## src/sv/msie_pkg.sv

```systemverilog
// ----------------------------------------------------------------------------
// msie_pkg: shared definitions for the integer execute stage
// Opcodes, widths, store sizes and the structs passed between the modules.
// ----------------------------------------------------------------------------
package msie_pkg;

  localparam int DATA_W      = 32;
  localparam int STACK_WORDS = 1024;
  localparam int STK_AW      = $clog2(STACK_WORDS);
  localparam int MAX_LINES   = 2048;
  localparam int LINE_W      = $clog2(MAX_LINES);
  localparam int PC_W        = LINE_W + 1;
  localparam int REG_AW      = 5;
  localparam int OP_W        = 5;
  localparam int IDX_W       = DATA_W + 2;
  localparam int IN_W        = 64;
  localparam int OUT_W       = 56;

  localparam logic [REG_AW-1:0] SP_REG = REG_AW'(29);

  localparam logic [OP_W-1:0] OP_NOP  = OP_W'(0);
  localparam logic [OP_W-1:0] OP_ADD  = OP_W'(1);
  localparam logic [OP_W-1:0] OP_ADDI = OP_W'(2);
  localparam logic [OP_W-1:0] OP_SUB  = OP_W'(3);
  localparam logic [OP_W-1:0] OP_MUL  = OP_W'(4);
  localparam logic [OP_W-1:0] OP_AND  = OP_W'(5);
  localparam logic [OP_W-1:0] OP_ANDI = OP_W'(6);
  localparam logic [OP_W-1:0] OP_OR   = OP_W'(7);
  localparam logic [OP_W-1:0] OP_ORI  = OP_W'(8);
  localparam logic [OP_W-1:0] OP_NOR  = OP_W'(9);
  localparam logic [OP_W-1:0] OP_SLT  = OP_W'(10);
  localparam logic [OP_W-1:0] OP_SLTI = OP_W'(11);
  localparam logic [OP_W-1:0] OP_LW   = OP_W'(12);
  localparam logic [OP_W-1:0] OP_SW   = OP_W'(13);
  localparam logic [OP_W-1:0] OP_BEQ  = OP_W'(14);
  localparam logic [OP_W-1:0] OP_BNE  = OP_W'(15);
  localparam logic [OP_W-1:0] OP_J    = OP_W'(16);
  localparam logic [OP_W-1:0] OP_HALT = OP_W'(17);

  typedef struct packed {
    logic              en;
    logic [REG_AW-1:0] idx;
    logic [DATA_W-1:0] val;
  } rf_wr_t;

  typedef struct packed {
    logic [PC_W-1:0]   npc;
    logic              wr_en;
    logic [REG_AW-1:0] wr_idx;
    logic [DATA_W-1:0] wr_val;
    logic              ld;
    logic              st;
    logic              halted;
    logic              done;
    logic              aerr;
    logic [STK_AW-1:0] mem_idx;
  } exe_res_t;

endpackage

```

## src/sv/msie_exec.sv

```systemverilog
// ----------------------------------------------------------------------------
// msie_exec: instruction execute logic
// ALU, branch resolution, stack index and bounds check, pc and halt update.
// ----------------------------------------------------------------------------
module msie_exec
  import msie_pkg::*;
(
  input  logic [OP_W-1:0]   op,
  input  logic [REG_AW-1:0] ra,
  input  logic [DATA_W-1:0] va,
  input  logic [DATA_W-1:0] vb,
  input  logic [DATA_W-1:0] vc,
  input  logic [DATA_W-1:0] imm,
  input  logic [LINE_W-1:0] tgt,
  input  logic [DATA_W-1:0] sp,
  input  logic [PC_W-1:0]   pc,
  input  logic              halt,
  input  logic [LINE_W-1:0] last,
  output exe_res_t          res
);

  localparam logic signed [IDX_W-1:0] STK_HI = IDX_W'(STACK_WORDS);
  localparam logic signed [IDX_W-1:0] STK_LO = -STK_HI;

  logic                     active;
  logic [PC_W-1:0]          pc_inc;
  logic [PC_W-1:0]          tgt_inc;
  logic [DATA_W-1:0]        prod;
  logic signed [IDX_W-1:0]  sum;
  logic signed [IDX_W-1:0]  sum_neg;
  logic                     rnd;
  logic                     idx_err;
  logic [STK_AW-1:0]        stk_idx;

  assign active  = !halt && (pc <= {1'b0, last});
  assign pc_inc  = pc + PC_W'(1);
  assign tgt_inc = {1'b0, tgt} + PC_W'(1);
  assign prod    = vb * vc;

  // sp/4 rounds toward zero: add one when sp is negative with a remainder
  assign rnd     = sp[DATA_W-1] & (|sp[1:0]);
  assign sum     = $signed({{2{imm[DATA_W-1]}}, imm})
                 + $signed({{4{sp[DATA_W-1]}}, sp[DATA_W-1:2]})
                 + $signed({{(IDX_W-1){1'b0}}, rnd});
  assign sum_neg = -sum;
  assign idx_err = (sum >= STK_HI) || (sum <= STK_LO);
  assign stk_idx = sum[IDX_W-1] ? sum_neg[STK_AW-1:0] : sum[STK_AW-1:0];

  always_comb begin
    res         = '0;
    res.halted  = halt;
    res.npc     = pc;
    res.mem_idx = stk_idx;
    if (active) begin
      res.npc = pc_inc;
      unique case (op) inside
        OP_ADD:  begin res.wr_en = 1'b1; res.wr_val = vb + vc;  end
        OP_ADDI: begin res.wr_en = 1'b1; res.wr_val = vb + imm; end
        OP_SUB:  begin res.wr_en = 1'b1; res.wr_val = vb - vc;  end
        OP_MUL:  begin res.wr_en = 1'b1; res.wr_val = prod;     end
        OP_AND:  begin res.wr_en = 1'b1; res.wr_val = vb & vc;  end
        OP_ANDI: begin res.wr_en = 1'b1; res.wr_val = vb & imm; end
        OP_OR:   begin res.wr_en = 1'b1; res.wr_val = vb | vc;  end
        OP_ORI:  begin res.wr_en = 1'b1; res.wr_val = vb | imm; end
        OP_NOR:  begin res.wr_en = 1'b1; res.wr_val = ~(vb | vc); end
        OP_SLT: begin
          res.wr_en  = 1'b1;
          res.wr_val = DATA_W'($signed(vb) < $signed(vc));
        end
        OP_SLTI: begin
          res.wr_en  = 1'b1;
          res.wr_val = DATA_W'($signed(vb) < $signed(imm));
        end
        OP_LW, OP_SW: begin
          res.aerr = idx_err;
          if (op == OP_LW) begin
            res.wr_en = !idx_err;
            res.ld    = !idx_err;
          end else begin
            res.st    = !idx_err;
          end
        end
        OP_BEQ: begin
          if (va == vb) res.npc = tgt_inc;
        end
        OP_BNE: begin
          if (va != vb) res.npc = tgt_inc;
        end
        OP_J: begin
          res.npc = tgt_inc;
        end
        OP_HALT: begin
          res.halted = 1'b1;
          res.npc    = pc;
        end
        default: begin
        end
      endcase
    end
    if (res.wr_en && (ra == '0)) begin
      res.wr_en  = 1'b0;
      res.wr_val = '0;
      res.ld     = 1'b0;
    end
    res.wr_idx = res.wr_en ? ra : '0;
    res.done   = res.npc > {1'b0, last};
  end

endmodule

```

## config.mk

```make
export PLATFORM = sky130hd
export DESIGN_NAME = msie_exec
export DESIGN_NICKNAME = d
export VERILOG_FILES = /design/src/sv/msie_pkg.sv /design/src/sv/msie_exec.sv
export SDC_FILE = /design/constraint.sdc
export NUM_CORES = 2
export LEC_CHECK = 0
export BUFFER_PORTS_ARGS = -buffer_cell sky130_fd_sc_hd__buf_2
export CORE_UTILIZATION = 60
export DETAILED_ROUTE_END_ITERATION = 10
export PLACE_DENSITY = 0.89
export SYNTH_ARGS = -nofsm -noshare
export SYNTH_HDL_FRONTEND = slang
export SYNTH_SLANG_ARGS = --single-unit
```

## constraint.sdc

```tcl
create_clock -name vclk -period 32.1
set_input_delay 8.025 -clock vclk [all_inputs]
set_output_delay 8.025 -clock vclk [all_outputs]
set_load 0.02 [all_outputs]
```

# == Word level (Yosys, flattened, before mapping) ==
# Index checks and enable logic that the tools add are counted.
# word_totals
regBits,0
word_cells,66
# classes
muxes,17
multipliers,1
add_sub_neg,8
n_eq_ne,19
bitwise,6
n_reduce_logical,9
magnitude_cmp,6
# op_table
operator,n
$pmux 32 s11,1
$add 32x32->32,2
$and 32x32->32,2
$lt 32x32->1,2
$or 32x32->32,2
$pmux 12 s4,1
$eq 5x4->1 const B,8
$mux 35,1
$add 33x2->34,1
$ge 34x12->1 const B,1
$le 34x11->1 const B,1
$add 32x30->33,1
$mux 33,1
$eq 32x32->1,1
$mul 32x32->32,1
$ne 32x32->1,1
$not 32->32,1
$sub 32x32->32,1
$mux 12,2
$eq 5x3->1 const B,4
$mux 13,1
$add 11x1->12 const B,1
$add 12x1->12 const B,1
$gt 12x11->1,1
other kinds (17),27

# == Longest topological paths before layout ==
# depth
word_depth,12
depth_mapped,30

# == Worst setup path after synthesis ==
# Ideal clock, no wire load.
# synth_path
path_kind,input to output
start,input vc[2]
end,output res[46] in the netlist's numbering
arrival_ps,15194
cell_stages,28
path_slack_ps,8881
t_required_ps,24075
n_path_buf,2
cell_sequence,clkbuf_1 > inv_1 > buf_1 > nor2_1 > fa_1 > inv_1 > fa_1 > fa_1 > fa_1 > inv_1 > fa_1 > inv_1 > fa_1 > inv_1 > fa_1 > fa_1 > ha_1 > a21oi_1 > o211ai_1 > nand2_1 > a21boi_0 > o21bai_1 > o21ai_0 > o41ai_1 > o2111ai_1 > o31ai_1 > xnor2_1 > o22ai_1
# synth_lines
item,line_no,rtl
from (decl),msie_exec.sv:12,"input logic [DATA_W-1:0] vc,"
to (decl),msie_exec.sv:19,output exe_res_t res

==> flow_metrics.py <==
metrics = {
    "placed_design": {
        "gp_congestion": 1.048,
        "place_area_sq_um": 27910,
        "dp_slack_ns": 7.134,
        "place_hpwl_mm": 82.43,
        "port_buffers": 270,
    },
    "routing": {
        "routed_wl_mm": 102.5,
        "avgRoutedWirePerCell_microns": 24.62,
        "ant_nets": 0,
        "vias": 26590,
        "drt-vias-per-instance": 6.388,
        "initialDrtViolationCount": 3410,
        "drc_errors": 0,
        "drt_pass1_iterations": 6,
    },
    "finish": {
        "post-route-util": 0.6485,
        "clock_buffer_count": 0,
        "flops_and_latches": 0,
        "fin_nets": 4540,
        "drive_gt1_frac": 0.09751,
        "seqCellArea_sq_um": 0,
        "final_common_cell": "inv_1",
        "area_growth_pct": 6.650,
        "final_cell_mix": "inv_1, nor2_1, fa_1",
        "design_area_sq_um": 27930,
    },
    "timing": {
        "final-hold-violation-count": 0,
        "max_freq_mhz": 39.66,
        "rsz0062_at_grt": "false",
        "setup-violations-final": 0,
        "slew_headroom": 0.1221,
        "period_minus_slack_ns": 25.21,
        "min_period_over_period": 0.7855,
        "tightest_slew_ns": 1.303,
        "setup_tns_ns": 0,
        "slew_violations": 0,
        "fin_ws_ns": 6.886,
    },
    "die": {
        "io_pins": 270,
        "die_area_sq_um": 44490,
        "start_util": 0.6081,
        "num_rows": 76,
        "die_w_microns": 210.9,
        "die_h_microns": 210.9,
        "core-area_sq_um": 43080,
    },
    "critical_path": {
        "cp_data_required_time_ns": 24.07,
        "startpoint_type": "input pin",
        "worst_path_dominant_cell_family": "adder cells",
        "cp_max_fo": 19,
        "worstPathArrival_ns": 17.19,
        "slowest_delay_ns": 0.79,
        "critPathBufInv": 9,
        "critPathMostFrequentCell": "fa_1",
        "cpMaxStageDelayCell": "clkinv_1",
        "endpoint_kind": "primary output",
        "criticalPathCategory": "in -> out",
    },
    "hold_path": {
        "hp-class": "in -> out",
    },
    "global_route": {
        "grt_max_degree": 79,
        "overflow": 0,
        "grt.total_usage": 0.4636,
        "grt_pass1_wl_mm": 153.8,
        "antenna_found_initial": 12,
        "grt_pass1_vias": 26240,
    },
    "clock_network": {
        "cts_setup_buffers": 0,
        "post_cts_resized": 0,
        "ctsHoldBuffers": 0,
    },
    "synth": {
        "synth_area_leaders": "fa_1, ha_1, inv_1",
        "synth_area_sq_um": 26190,
        "synth.largest_area_cell": "fa_1",
        "synth.top_cell.area_share": 0.3149,
        "seq_area_frac_synth": 0,
        "synth_cell_types": 92,
        "ys.warnings.count": 0,
        "syn_inst": 3425,
        "syn_avg_cell_area_sq_um": 7.647,
        "syn_nets": 4394,
    },
    "job": {
        "drv_cap": 0,
    },
    "run_status": {
        "status": "finished clean",
    },
}
cell families after synthesis:
kind of cell | count (synthesis) | share of synthesized area
adder cells (fa/ha/maj) | 764 | 0.4830
AND/OR/NAND/NOR | 1101 | 0.1841
buffers and inverters | 707 | 0.1019
multiplexers | 12 | 0.004777
AO/OA/AOI/OAI | 644 | 0.1604
XOR/XNOR | 197 | 0.06587
stage by stage:
stage          hold WS [ns]  cells
3_5_place_dp          16.41   4154
2_1_floorplan         16.19   3425
4_1_cts               16.41   4154
5_1_grt               16.41   4157
6_report              16.40   4162
3_3_place_gp          16.41   4154
Yosys cell counts, types with 8 or more instances:
master,count
o221ai_1,20
o21ai_1,8
fa_1,412
nand2_1,368
a211oi_1,21
a21oi_1,164
o211ai_1,12
nor4_1,21
clkbuf_1,118
xnor2_1,121
o21a_1,21
o21bai_1,16
nand3_1,50
o21ai_0,158
nor2b_1,21
a22o_1,9
a31oi_1,37
xor2_1,76
a221oi_1,10
and3_1,21
clkinv_1,13
o22ai_1,30
nor3_1,33
o32ai_1,8
ha_1,352
nand4_1,16
inv_1,538
nor2_1,466
buf_1,26
mux2i_1,8
nand2b_1,38
a21o_1,29
or3_1,12
o31ai_1,12
layer usage:
layer  up-vias  GRT usage  share of wire
met5         -          0        0.00067
met4        10     0.3083          0.084
met3       554     0.1415           0.15
met2      2171     0.6914           0.41
met1     12430     0.5795           0.35
li1      11430          -              -
cell type report:
| type | instances | area, sq um |
|---|---|---|
| diodes | 8 | 20.02 |
| repair buffers | 295 | 1539 |
| well taps | 585 | 732.0 |
| inverters | 556 | 2087 |
| fillers | 3760 | 15140 |
| multi-input cells | 2718 | 23560 |
final timing paths:
kind              cells after the start  slack, ns  start       to
setup / recovery                     30       6.89  vb[5]  res[46]
hold / removal                        3      16.40   halt  res[12]
