--- src/sv/msie_pkg.sv ---
// ----------------------------------------------------------------------------
// msie_pkg: shared definitions for the integer execute stage
// Opcodes, widths, store sizes and the structs passed between the modules.
// ----------------------------------------------------------------------------
package msie_pkg;

  localparam int DATA_W      = 32;
  localparam int STACK_WORDS = 1024;
  localparam int STK_AW      = $clog2(STACK_WORDS);
  localparam int MAX_LINES   = 2048;
  localparam int LINE_W      = $clog2(MAX_LINES);
  localparam int PC_W        = LINE_W + 1;
  localparam int REG_AW      = 5;
  localparam int OP_W        = 5;
  localparam int IDX_W       = DATA_W + 2;
  localparam int IN_W        = 64;
  localparam int OUT_W       = 56;

  localparam logic [REG_AW-1:0] SP_REG = REG_AW'(29);

  localparam logic [OP_W-1:0] OP_NOP  = OP_W'(0);
  localparam logic [OP_W-1:0] OP_ADD  = OP_W'(1);
  localparam logic [OP_W-1:0] OP_ADDI = OP_W'(2);
  localparam logic [OP_W-1:0] OP_SUB  = OP_W'(3);
  localparam logic [OP_W-1:0] OP_MUL  = OP_W'(4);
  localparam logic [OP_W-1:0] OP_AND  = OP_W'(5);
  localparam logic [OP_W-1:0] OP_ANDI = OP_W'(6);
  localparam logic [OP_W-1:0] OP_OR   = OP_W'(7);
  localparam logic [OP_W-1:0] OP_ORI  = OP_W'(8);
  localparam logic [OP_W-1:0] OP_NOR  = OP_W'(9);
  localparam logic [OP_W-1:0] OP_SLT  = OP_W'(10);
  localparam logic [OP_W-1:0] OP_SLTI = OP_W'(11);
  localparam logic [OP_W-1:0] OP_LW   = OP_W'(12);
  localparam logic [OP_W-1:0] OP_SW   = OP_W'(13);
  localparam logic [OP_W-1:0] OP_BEQ  = OP_W'(14);
  localparam logic [OP_W-1:0] OP_BNE  = OP_W'(15);
  localparam logic [OP_W-1:0] OP_J    = OP_W'(16);
  localparam logic [OP_W-1:0] OP_HALT = OP_W'(17);

  typedef struct packed {
    logic              en;
    logic [REG_AW-1:0] idx;
    logic [DATA_W-1:0] val;
  } rf_wr_t;

  typedef struct packed {
    logic [PC_W-1:0]   npc;
    logic              wr_en;
    logic [REG_AW-1:0] wr_idx;
    logic [DATA_W-1:0] wr_val;
    logic              ld;
    logic              st;
    logic              halted;
    logic              done;
    logic              aerr;
    logic [STK_AW-1:0] mem_idx;
  } exe_res_t;

endpackage

--- src/sv/msie_regfile.sv ---
// ----------------------------------------------------------------------------
// msie_regfile: 32 x 32 register file
// Two copies for three registered read ports; per-entry valid bits give the
// all-zero reset. Register 0 is never written and so always reads zero.
// ----------------------------------------------------------------------------
module msie_regfile
  import msie_pkg::*;
(
  input  logic              clk,
  input  logic              rst_n,
  input  logic              rd_en,
  input  logic [REG_AW-1:0] rd_addr_a,
  input  logic [REG_AW-1:0] rd_addr_b,
  input  logic [REG_AW-1:0] rd_addr_c,
  input  rf_wr_t            wr,
  output logic [DATA_W-1:0] rd_a,
  output logic [DATA_W-1:0] rd_b,
  output logic [DATA_W-1:0] rd_c
);

  localparam int DEPTH = 2 ** REG_AW;

  logic [DATA_W-1:0] mem_ab [DEPTH];
  logic [DATA_W-1:0] mem_c  [DEPTH];
  logic [DEPTH-1:0]  vld_r;
  logic [DATA_W-1:0] qa_r, qb_r, qc_r;
  logic              va_r, vb_r, vc_r;

  always_ff @(posedge clk) begin
    if (wr.en) begin
      mem_ab[wr.idx] <= wr.val;
      mem_c[wr.idx]  <= wr.val;
    end
    if (rd_en) begin
      qa_r <= mem_ab[rd_addr_a];
      qb_r <= mem_ab[rd_addr_b];
      qc_r <= mem_c[rd_addr_c];
      va_r <= vld_r[rd_addr_a];
      vb_r <= vld_r[rd_addr_b];
      vc_r <= vld_r[rd_addr_c];
    end
  end

  always_ff @(posedge clk) begin
    if (!rst_n) begin
      vld_r <= '0;
    end else if (wr.en) begin
      vld_r[wr.idx] <= 1'b1;
    end
  end

  assign rd_a = va_r ? qa_r : '0;
  assign rd_b = vb_r ? qb_r : '0;
  assign rd_c = vc_r ? qc_r : '0;

endmodule

--- config.mk ---
export PLATFORM = sky130hd
export DESIGN_NAME = msie_regfile
export DESIGN_NICKNAME = d
export VERILOG_FILES = /design/src/sv/msie_pkg.sv /design/src/sv/msie_regfile.sv
export SDC_FILE = /design/constraint.sdc
export NUM_CORES = 2
export LEC_CHECK = 0
export ABC_AREA = 0
export BUFFER_PORTS_ARGS = -buffer_cell sky130_fd_sc_hd__buf_2
export CELL_PAD_IN_SITES_DETAIL_PLACEMENT = 1
export CELL_PAD_IN_SITES_GLOBAL_PLACEMENT = 2
export CORE_ASPECT_RATIO = 0.5
export CORE_MARGIN = 1
export CORE_UTILIZATION = 30
export DETAILED_ROUTE_END_ITERATION = 10
export PLACE_DENSITY_LB_ADDON = 0.1
export SLEW_MARGIN = 30
export SYNTH_ARGS = -nofsm -noshare
export SYNTH_HDL_FRONTEND = slang
export SYNTH_SLANG_ARGS = --single-unit
export TNS_END_PERCENT = 20
--- constraint.sdc ---
create_clock -name clk -period 2.55 [get_ports clk]
set_clock_uncertainty 0.2 [all_clocks]
set_input_delay 0.1275 -clock clk [delete_from_list [all_inputs] [get_ports clk]]
set_output_delay 0.1275 -clock clk [all_outputs]
set_load 0.02 [all_outputs]
# == Word-level counts from Yosys, hierarchy flattened ==
# Memory sizes are Yosys's and may differ from the RTL's. A register that Yosys moved wholly into a read port is not among the register bits.
# Cells that the tools add are included.
# word_totals
reg_bits,35
mem_bits_rw,2048
input_bits,56
output_inout_bits,96
wordCells,26
n_memories,2
# op_classes
magnitude_cmp,5
n_mux,13
n_bitwise,1
reduce_logical,1
# memory_table
name,depth,width,read_ports,rd_clocked_by_memory_dff,wr,line,rtl
mem_ab,32,32,2,2,1,msie_regfile.sv:23,logic [DATA_W-1:0] mem_ab [DEPTH];
mem_c,32,32,1,1,1,msie_regfile.sv:24,logic [DATA_W-1:0] mem_c [DEPTH];
# ops
cell,n
$mux W32,3
$or A32 B32 Y32,1
$lt A5 B6 Y1 const B,4
$bmux W1 S5,3
$mux W1,6
$demux W1 S5,1
$ge A5 B1 Y1 const B,1
$logic_and A1 B1 Y1,1

# == Logic depth before layout (Yosys ltp) ==
# logic_depth
word_depth,5
ltp_mapped,8
mapped_depth_nobuf,5

# == Worst setup path before layout ==
# No wires, ideal clock.
# synth_timing
path_kind,input to register
from,input port wr[32] (netlist bit)
to,"memory mem_c[24][0], enable pin"
setup_ps,423
arrival_ps,2172
t_required_ps,1927
setup_slack_ps,-245
stages,3
n_path_buf,1
path_cell_list,or3b_2 > clkbuf_1 > nor2_1
# synth_rtl
item,line,rtl
from (decl),msie_regfile.sv:15,"input rf_wr_t wr,"
to (decl),msie_regfile.sv:24,
# No word-level cell before the write port.

==> impl_metrics.py <==
metrics = {
    "global_routing": {
        "grt_pass1_vias": 48740,
        "grt_pass1_wl_mm": 402.2,
        "grt_usage": 0.2687,
        "grt_antenna_before_repair": 22,
        "grt_remaining_overflow": 0,
        "grt_max_degree": 53,
    },
    "sta": {
        "fin_crit_ns": 2.473,
        "period_share": 0.9699,
        "setup_violations": 0,
        "hold-worst-slack_ns": 0.04663,
        "worstMarginPinSlew_ns": 0.8255,
        "fin_ws_ns": 0.07681,
        "fmax_mhz": 404.3,
        "slew-limit-headroom": 0.4496,
        "drv_slew": 0,
        "hold_viol": 0,
        "rsz0062_at_grt": "no",
    },
    "drt": {
        "ant_nets": 0,
        "vias": 46760,
        "totalWireLength_mm": 292.8,
        "routedWlPerCell_um": 36.07,
        "avgViaCountPerCell": 5.760,
        "drtIter0Drc": 3840,
        "drc_errors": 0,
        "first_pass_iters": 6,
    },
    "setup_path": {
        "cp_data_arrival_time_ns": 2.78,
        "cp_data_required_time_ns": 2.86,
        "critPathKind": "primary input to register",
        "cp-end-kind": "register",
        "path_max_fanout": 17,
        "startpoint_type": "primary input",
    },
    "logic_synthesis": {
        "yosysSeqAreaShare": 0.5445,
        "syn_area_um2": 63110,
        "synth_area_leaders": "edfxtp_1 53%, mux2i_1 25%, a22oi_1 3.5%, a22o_1 2.7%, nand3_1 2.4%",
        "synth_top_area_frac": 0.5344,
        "synth_top_area_cell": "edfxtp_1",
        "synth.avg_cell_area_um2": 12.79,
        "yosys_warnings": 0,
        "syn_inst": 4933,
        "ys_ff_latch": 1155,
        "postSynthNetCount": 4989,
        "yosysUniqueCellTypes": 27,
    },
    "final_layout": {
        "final_cells": 8118,
        "drive_gt1_frac": 0.1466,
        "fillCellCount": 21770,
        "syn2layout_area_growth_pct": 18.99,
        "fin_nets": 5307,
    },
    "place": {
        "dp_cells": 7821,
        "pre_cts_ws_ns": 0.04196,
        "port_buffers": 151,
        "dp_hpwl_mm": 181.2,
        "place.gp.congestion": 0.8137,
    },
    "power_and_ir_drop": {
        "intPower_mw": 34.10,
        "ir_worst_vdd_mv": 0.5958,
        "powerDensity_nw_per_um2": 624.0,
        "power_leakage_nw": 28.94,
        "p_sw_mw": 12.76,
        "switching_share": 0.2723,
        "seqPwrFrac": 0.461,
        "p_clk_frac": 0.407,
        "p_total_mw": 46.85,
        "pwr-share-comb": 0.132,
    },
    "floorplan": {
        "core_um2": 208000,
        "initial_core_util": 0.3034,
        "dieArea_um2": 212300,
        "die_height_um": 326.3,
        "io_pins": 152,
        "rows": 118,
        "die_w_um": 650.6,
    },
    "worst_hold_path": {
        "worstHoldPathType": "primary input to register",
    },
    "clock_network": {
        "root_buffer": "clkbuf_16",
        "clkLatencyLatePin_ns": 0.78,
        "clock_sinks": 1155,
        "ctsHtreeMaxLevel": 3,
        "clockBufferDepth": 3,
        "numCtsBuffers": 121,
        "path_clk_slew_ns": 0.07,
        "cts_tree": "done",
    },
    "status": {
        "status": "complete, no violations",
    },
    "flow_run": {
        "drv_cap": 0,
    },
}
## power by group through the flow
stage	clock, mW	sequential, mW	combinational (mW)
5_1_grt	20.1	21.6	6.43
4_1_cts	19.4	21.6	6.17
2_1_floorplan	0	21.8	3.26
3_5_place_dp	0	22.0	6.04
3_3_place_gp	0	22.0	5.99
6_report	19.1	21.6	6.19
## worst paths after layout
path	start	endpoint	slack, ns	depth (start not counted)
min reg2reg	vld_r[16]$_SDFFE_PN0P_	vld_r[16]$_SDFFE_PN0P_	0.32	1
max reg2reg	mem_c[0][13]$_DFFE_PP_	qa_r[13]$_DFFE_PP_	0.17	6
max	rd_addr_c[1]	qc_r[2]$_DFFE_PP_	0.08	10
min	rd_addr_b[1]	vb_r$_DFFE_PP_	0.05	6
## flip-flops by register name (all words and copies together) (netlist names)
signal / flops
qc_r: 32
vc_r: 1
mem_c: 992
mem_ab: 32
vb_r: 1
qb_r: 32
vld_r: 32
va_r: 1
qa_r: 32
## kinds of logic (layout without fill, tap and decap cells)
logic type             count (synthesis)  after routing  synth area share
and+or+nand+nor                      859            859           0.06412
DFF                                 1155           1155            0.5445
muxes                               1584           1584            0.2512
AOI/OAI and AO/OA                    923            923           0.09999
other                                  0              2                 0
buffers and inverters                412            835           0.04011
## layer usage
layer  vias up  track usage  share of wire
met3       385      0.03456          0.049
met5         -            0        0.00028
met1     25040       0.3807           0.47
met4        10      0.06730          0.026
li1      19970            -              -
met2      1350       0.4347           0.46
## timing repair
action	4_1_cts	5_1_grt
resized for setup	0	2
hold buffers	65	1
endpoints found under the hold margin	1191	4
setup buffers	2	0
endpoints found under the setup margin	14	14
## through the flow
stage | area (µm²) | util | TNS (ns)
CTS | 75080 | 0.3609 | 0
detailed placement | 70320 | 0.3381 | 0
global route | 75080 | 0.3609 | 0
global placement | 70320 | 0.3381 | 0
finish | 75090 | 0.3609 | 0
floorplan | 63110 | - | -76.28
## worst max-delay path, stage by stage
cell and delay [ns]:
dlygate4sd3_1 0.56, buf_8 0.29, buf_12 0.22, buf_4 0.20
buf_4 0.23, mux2i_1 0.23, a22oi_1 0.13, nand3_1 0.11
dlygate4sd3_1 0.54, nand3_1 0.10
## Yosys cell counts
master and n:
buf_6 71, buf_1 47, nor2_1 34, dfxtp_1 32, buf_4 66, or2_2 3
nor2b_1 6, a22oi_1 297, a31oi_1 99, a22o_1 198, or3_1 1, clkbuf_1 129
buf_2 88, nand3_1 299, clkbuf_4 4, nand2b_1 6, mux2i_1 1584, nor2_2 3
nor3_1 99, nand2_1 302, o21a_1 32, and2_1 99, nand3b_1 5, edfxtp_1 1123
buf_8 7, a21oi_1 297, or3b_2 2
## layout by cell type, fill, tap and decap left out, types with 9 or more instances in the layout
cell,synthesis,final
nor3_1,99,99
clkinv_1,0,26
a22oi_1,297,297
clkbuf_1,129,17
dfxtp_1,32,32
clkinvlp_4,0,9
buf_12,0,177
mux2i_1,1584,1584
buf_2,88,147
o21a_1,32,32
a31oi_1,99,99
nand2_1,302,299
clkinv_2,0,23
clkbuf_16,0,122
nand3_1,299,299
edfxtp_1,1123,1123
buf_4,66,214
bufinv_16,0,17
nor2_4,0,35
a22o_1,198,198
dlygate4sd3_1,0,64
and2_1,99,96
a21oi_1,297,297
## final cells by class
type / count / area (µm²) / area share
Antenna cell: 2 / 5.005 / 0.00006665
Clock buffer: 144 / 3186 / 0.04242
Sequential cell: 1155 / 34360 / 0.4576
Clock inverter: 84 / 888.4 / 0.01183
Tap cell: 2760 / 3453 / 0.04599
Timing Repair Buffer: 607 / 6595 / 0.08783
Multi-Input combinational cell: 3366 / 26600 / 0.3542
Power figures use the tool's default switching activity.
